$ cat src/dmac_pkg.sv
`timescale 1ns / 1ps
package dmac_pkg;

   localparam int PRICE_W   = 32;
   localparam int WIN_W     = 11;
   localparam int DIR_W     = 2;
   localparam int CSR_IDX_W = 2;

   localparam logic [WIN_W-1:0] COUNT_MAX    = 11'h7FF;
   localparam logic [WIN_W-1:0] SHORT_RESET  = 11'd1;
   localparam logic [WIN_W-1:0] LONG_RESET   = 11'd60;

   localparam logic [CSR_IDX_W-1:0] CSR_SHORT_WINDOW = 2'd0;
   localparam logic [CSR_IDX_W-1:0] CSR_LONG_WINDOW  = 2'd1;

   localparam logic [DIR_W-1:0] DIR_NONE  = 2'd0;
   localparam logic [DIR_W-1:0] DIR_ABOVE = 2'd1;
   localparam logic [DIR_W-1:0] DIR_BELOW = 2'd2;

   // shared serial divider and multiplier widths
   localparam int DIV_DVD_W = 64;
   localparam int DIV_DVS_W = 34;
   localparam int DIV_CNT_W = 7;
   localparam int MUL_W     = 32;
   localparam int MUL_CNT_W = 6;

   typedef enum logic [3:0] {
      ST_IDLE,
      ST_RD_SHORT,
      ST_RD_LONG,
      ST_WRITE,
      ST_SWEEP,
      ST_DIV_SHORT,
      ST_DIV_LONG,
      ST_MUL,
      ST_DIV_CROSS,
      ST_FINISH
   } state_type;

endpackage

$ cat src/dmac_mul.sv
`timescale 1ns / 1ps
module dmac_mul import dmac_pkg::*; (
   input  logic                 clock,
   input  logic                 reset,
   input  logic                 start,
   input  logic [MUL_W-1:0]     mult_a,
   input  logic [MUL_W-1:0]     mult_b,
   output logic                 done,
   output logic [2*MUL_W-1:0]   product
);

   logic                 busy_ff, busy_in;
   logic                 done_ff, done_in;
   logic [MUL_CNT_W-1:0] cnt_ff, cnt_in;
   logic [MUL_W-1:0]     a_ff, a_in;
   logic [2*MUL_W:0]     acc_ff, acc_in;
   logic [MUL_W:0]       part;

   // one multiplier bit per cycle, shift-add from the low end
   always_comb begin
      busy_in = busy_ff;
      done_in = 1'b0;
      cnt_in  = cnt_ff;
      a_in    = a_ff;
      acc_in  = acc_ff;
      part    = {1'b0, acc_ff[2*MUL_W-1:MUL_W]} + (acc_ff[0] ? {1'b0, a_ff} : '0);
      if (start) begin
         busy_in = 1'b1;
         cnt_in  = MUL_CNT_W'(MUL_W);
         a_in    = mult_a;
         acc_in  = {(MUL_W+1)'(0), mult_b};
      end else if (busy_ff) begin
         acc_in = {1'b0, part, acc_ff[MUL_W-1:1]};
         cnt_in = cnt_ff - 1'b1;
         if (cnt_ff == MUL_CNT_W'(1)) begin
            busy_in = 1'b0;
            done_in = 1'b1;
         end
      end
   end

   always_ff @(posedge clock) begin
      if (reset) begin
         busy_ff <= 1'b0;
         done_ff <= 1'b0;
         cnt_ff  <= '0;
      end else begin
         busy_ff <= busy_in;
         done_ff <= done_in;
         cnt_ff  <= cnt_in;
      end
      a_ff   <= a_in;
      acc_ff <= acc_in;
   end

   assign done    = done_ff;
   assign product = acc_ff[2*MUL_W-1:0];

endmodule

$ cat config.mk
export PLATFORM = sky130hd
export DESIGN_NAME = dmac_mul
export DESIGN_NICKNAME = d
export VERILOG_FILES = /design/src/dmac_pkg.sv /design/src/dmac_mul.sv
export SDC_FILE = /design/constraint.sdc
export NUM_CORES = 1
export LEC_CHECK = 0
export ABC_AREA = 1
export BUFFER_PORTS_ARGS = -buffer_cell sky130_fd_sc_hd__buf_4
export CAP_MARGIN = 20
export CORE_ASPECT_RATIO = 1.2
export CORE_MARGIN = 2
export CORE_UTILIZATION = 56
export CTS_BUF_LIST = sky130_fd_sc_hd__clkbuf_16
export CTS_CLUSTER_SIZE = 20
export DETAILED_ROUTE_END_ITERATION = 10
export PLACE_DENSITY = 0.8
export SLEW_MARGIN = 20
export SYNTH_ARGS = -nofsm -noshare
export SYNTH_HDL_FRONTEND = slang
export SYNTH_SLANG_ARGS = --single-unit
$ cat constraint.sdc
create_clock -name clock -period 2.85 [get_ports clock]
set_clock_uncertainty 0.1 [all_clocks]
set_input_delay 0.57 -clock clock [delete_from_list [all_inputs] [get_ports clock]]
set_output_delay 0.57 -clock clock [all_outputs]
set_load 0.005 [all_outputs]
Yosys cells after proc, flatten, opt, wreduce, memory -nomap -nowiden
Cells that the tools add are included.
{"block": "totals", "ff_bits": 104, "latch_bits": 0, "mem_bits_rw": 0, "romBits": 0, "inputBits": 67, "out_inout_bits": 65, "n_memories": 0}
{"block": "op_classes", "add_sub_neg": 2, "n_mul": 0, "n_div": 0, "n_lt_le_gt_ge": 0, "eq_ne": 1, "n_shift": 0, "n_mux": 9, "bitwise_logic": 1, "n_reduce_logical": 3}
{"cell": "$mux 32", "n": 3}
{"cell": "$add 32x32->33", "n": 1}
{"cell": "$mux 6", "n": 2}
{"cell": "$eq 6x1->1 const B", "n": 1}
{"cell": "$sub 6x1->6 const B", "n": 1}
{"cell": "$mux 1", "n": 4}
{"cell": "$reduce_or 3->1", "n": 1}
{"cell": "$reduce_bool 2->1", "n": 1}
{"cell": "$reduce_or 2->1", "n": 1}
{"cell": "$not 1->1", "n": 1}

Depth between registers and ports, before layout
{"block": "logic_depth", "word_depth": 4, "ltp_mapped": 16, "depth_no_buf": 15}

Worst setup path before layout
No wires, ideal clock.
{"block": "synth_path", "path_kind": "reg2reg", "startpoint": "register acc_ff[0]", "endpoint": "register acc_ff[55]", "setup_time_ps": 109, "arrival_time_ps": 2161, "required_ps": 2641, "path_slack_ps": 480, "path_stages_with_launch": 16, "n_path_buf": 1, "cell_sequence": "edfxtp_1 > clkbuf_1 > nand2_1 > inv_1 > ha_1 > fa_1 > nand3_1 > nand3_1 > nand2_1 > nand3_1 > nand2_1 > nand3_2 > nand2_1 > nand3_1 > nand2_1 > inv_1"}
{"block": "synth_via", "elab_chain_len": 2}
{"item": "from (decl)", "line_no": "dmac_mul.sv:16", "text": "logic [2*MUL_W:0] acc_ff, acc_in;"}
{"item": "from (signal assigned)", "line_no": "dmac_mul.sv:53", "text": "acc_ff <= acc_in;"}
{"item": "$mux 32", "line_no": "dmac_mul.sv:26", "text": "part = {1'b0, acc_ff[2*MUL_W-1:MUL_W]} + (acc_ff[0] ? {1'b0, a_ff} : '0);"}
{"item": "$add 32x32->33", "line_no": "dmac_mul.sv:26"}
No other way between the ends.
A chain may end at the register's enable or synchronous reset.

Worst setup path after layout
Ends and elaborated chain as after synthesis.

==> results_dict.tcl <==
set metrics [dict create \
    worst-endpoint-arrival_ps 2710 \
    cts_repair_resize_count 0 \
    cp_cell_sequence "buf_4 > nand2_1 > inv_1 > ha_1 > fa_1 > nand3_1 > nand3_1 > nand2_1 > nand3_1 > nand2_1 > nand3_2 > nand2_1 > nand3_1 > nand2_1 > inv_1" \
    tritoncts "built" \
    synth_fp_nets 1016 \
    vias 5900 \
    maxCapViolations 0 \
    ctsHtreeMaxLevel 3 \
    power.ir.vdd_worst_mv 0.370 \
    synth.avg_cell_area_um2 7.00 \
    cp_slowest_stage_delay_ps 470 \
    share_of_post_route_cells_with_drive_strength_above_1 0.167 \
    grt_setup_unrepaired "false" \
    place_hpwl_mm 12.7 \
    netlist_instances 914 \
    core_um2 11100 \
    ys_ff_latch 104 \
    slew_violations 0 \
    status "finished, final reports clean" \
    cts_hold_buffers 0 \
    worstHoldPathType "input port to flop" \
    shortest_period_the_worst_path_allows_ps 2560 \
    critical_path.slowest_cell "fa_1" \
    final.period_utilization 0.898 \
    power.total_mw 4.05 \
    fp.dieArea_um2 12300 \
    tritoncts.num_buffers 9 \
    initial_core_util 0.577 \
    crit_family "simple AND/OR/NAND/NOR gates" \
    placement.cell_area_um2 7580 \
    yosys_most_used_dff "edfxtp_1" \
    ys_warn_count 0 \
    clockRootBuffer "clkbuf_16" \
    synth_largest_area_cell "edfxtp_1" \
    achievable-frequency_mhz 391 \
    dieWidth_um 102 \
    crit_buf_inv 3 \
    worstPathRequired_ps 3000 \
    numClockSinks 104 \
    design.portCount 132 \
    ctsLongestPathBuffers 2 \
    clk_pin_slew_worst_paths_ps 80 \
    postCtsSetupBuffers 0 \
    cell_variety_after_synth 32 \
    pwr_density_cell_nw_per_um2 513 \
    synth_top_cells_by_area "edfxtp_1 (30%), nand2_1 (22%), dfxtp_1 (13%)" \
    grt_overflow 0 \
    setup_total_negative_slack_ps 0 \
    endpoint_kind "flop" \
    synth-async-reset-ratio 0 \
    final_cell_area_um2 7900 \
    worst_slew_pin_slew_ps 573 \
    finalSetupViolations 0 \
    drt-total-wl_mm 16.4 \
    violation_count_after_the_first_detailed_route_iteration 282 \
    post_drt_wl_per_cell_um 13.5 \
    postRouteAntennaNets 0 \
    area_delta_synth_final_pct 23.5 \
    count_of_input_and_output_buffers 131 \
    global_route.usage.total 0.278 \
    yosys.cell_count.top_type "nand2_1" \
    n_antenna_cell 0 \
    postLayoutCoreUtil 0.713 \
    die_h_um 121 \
    timing.slew.headroom 0.617 \
    power_leakage_nw 4.39 \
    seq_total_area_yosys 0.425 \
    antenna_found_initial 0 \
    grt_pass1_wl_mm 26.9 \
    worstSkewPairLatency_ps 350 \
    post_synth_instance_area_um2 6400 \
    vias_per_cell 4.88 \
    cell_rows 42 \
    path_common_cell "nand2_1" \
    placer_congestion_estimate 0.920 \
    timing_hold_violations_final 0 \
    grt_start_max_net_pins 35 \
    dr.pass1.iters 5 \
    top_fanout_value_on_the_critical_path 19 \
    route.detailed.drc 0 \
    start_kind "flop" \
    synth-edff-count 64 \
    first_global_vias 5782 \
    critPathKind "flop to flop" \
    synthTopCellsByCount "nand2_1 (374), inv_1 (162), nor2_1 (79), edfxtp_1 (64), nand3_1 (41)" \
    nNetsFinal 1151 \
    synth_top_area_share 0.300 \
]
[layout make-up]
| class | instances | area (um2) |
|---|---|---|
| multi-input combinational | 631 | 3000 |
| clock inverter | 7 | 95.1 |
| tap | 154 | 193 |
| sequential | 104 | 2720 |
| fill | 967 | 3180 |
| clock buffer | 9 | 225 |
| inverter | 162 | 608 |
| timing repair buffer | 141 | 1060 |
[worst paths after layout]
check | start | endpoint | slack [ps] | depth (start not counted)
min | mult_a[25] | a_ff[25] | 280 | 1
max reg2reg | acc_ff[0] | acc_ff[55] | 290 | 15
max | acc_ff[0] | acc_ff[55] | 290 | 15
min reg2reg | acc_ff[44] | acc_ff[44] | 380 | 2
[state kept, by name, indices dropped and copies added, names as in the netlist]
signal / cells
acc_ff: 64
busy_ff: 1
a_ff: 32
done: 1
cnt_ff: 6
[routing by layer]
metal / share of wire / track usage / vias up
li1: - / - / 3086
met1: 0.43 / 0.358 / 2588
met2: 0.47 / 0.460 / 199
met3: 0.070 / 0.0611 / 27
met4: 0.023 / 0.0921 / 0
met5: 0 / 0 / -
[kinds of logic (layout without fill, tap and decap cells)]
family / after synthesis / in the layout / synth area share
AOI/OAI and AO/OA: 60 / 60 / 0.0528
xor gates and xnor gates: 11 / 11 / 0.0151
adders and majority gates: 35 / 35 / 0.0696
and+or+nand+nor: 525 / 525 / 0.332
buffers and inverters: 179 / 319 / 0.106
DFF: 104 / 104 / 0.425
[report_power, final]
part           switching, mW  internal (mW)
clock network          0.586          0.774
logic                  0.480          0.380
registers             0.0882           1.75
[metrics by stage]
| step | worst slack, ps | hold WS (ps) | instances |
|---|---|---|---|
| 3_5_place_dp | 319 | 371 | 1192 |
| 4_1_cts | 265 | 283 | 1208 |
| 5_1_grt | 90.3 | 279 | 1208 |
| 3_3_place_gp | 384 | 364 | 1192 |
| 6_report | 292 | 285 | 1208 |
| 2_1_floorplan | 480 | 361 | 914 |
[cells in the final DEF (no fill, tap or decap), drive strengths merged, types with 2 or more instances in the layout]
cell type	instances
bufinv	2
dfxtp	40
nand4	3
or2	5
xnor2	9
nand3	46
clkbuf	9
nor3	7
xor2	2
edfxtp	64
buf	141
nor2	83
inv	165
o21ai	19
a32o	4
nand2	379
a21oi	31
o21bai	2
ha	34
No activity file was read; power rests on OpenSTA's default activity.
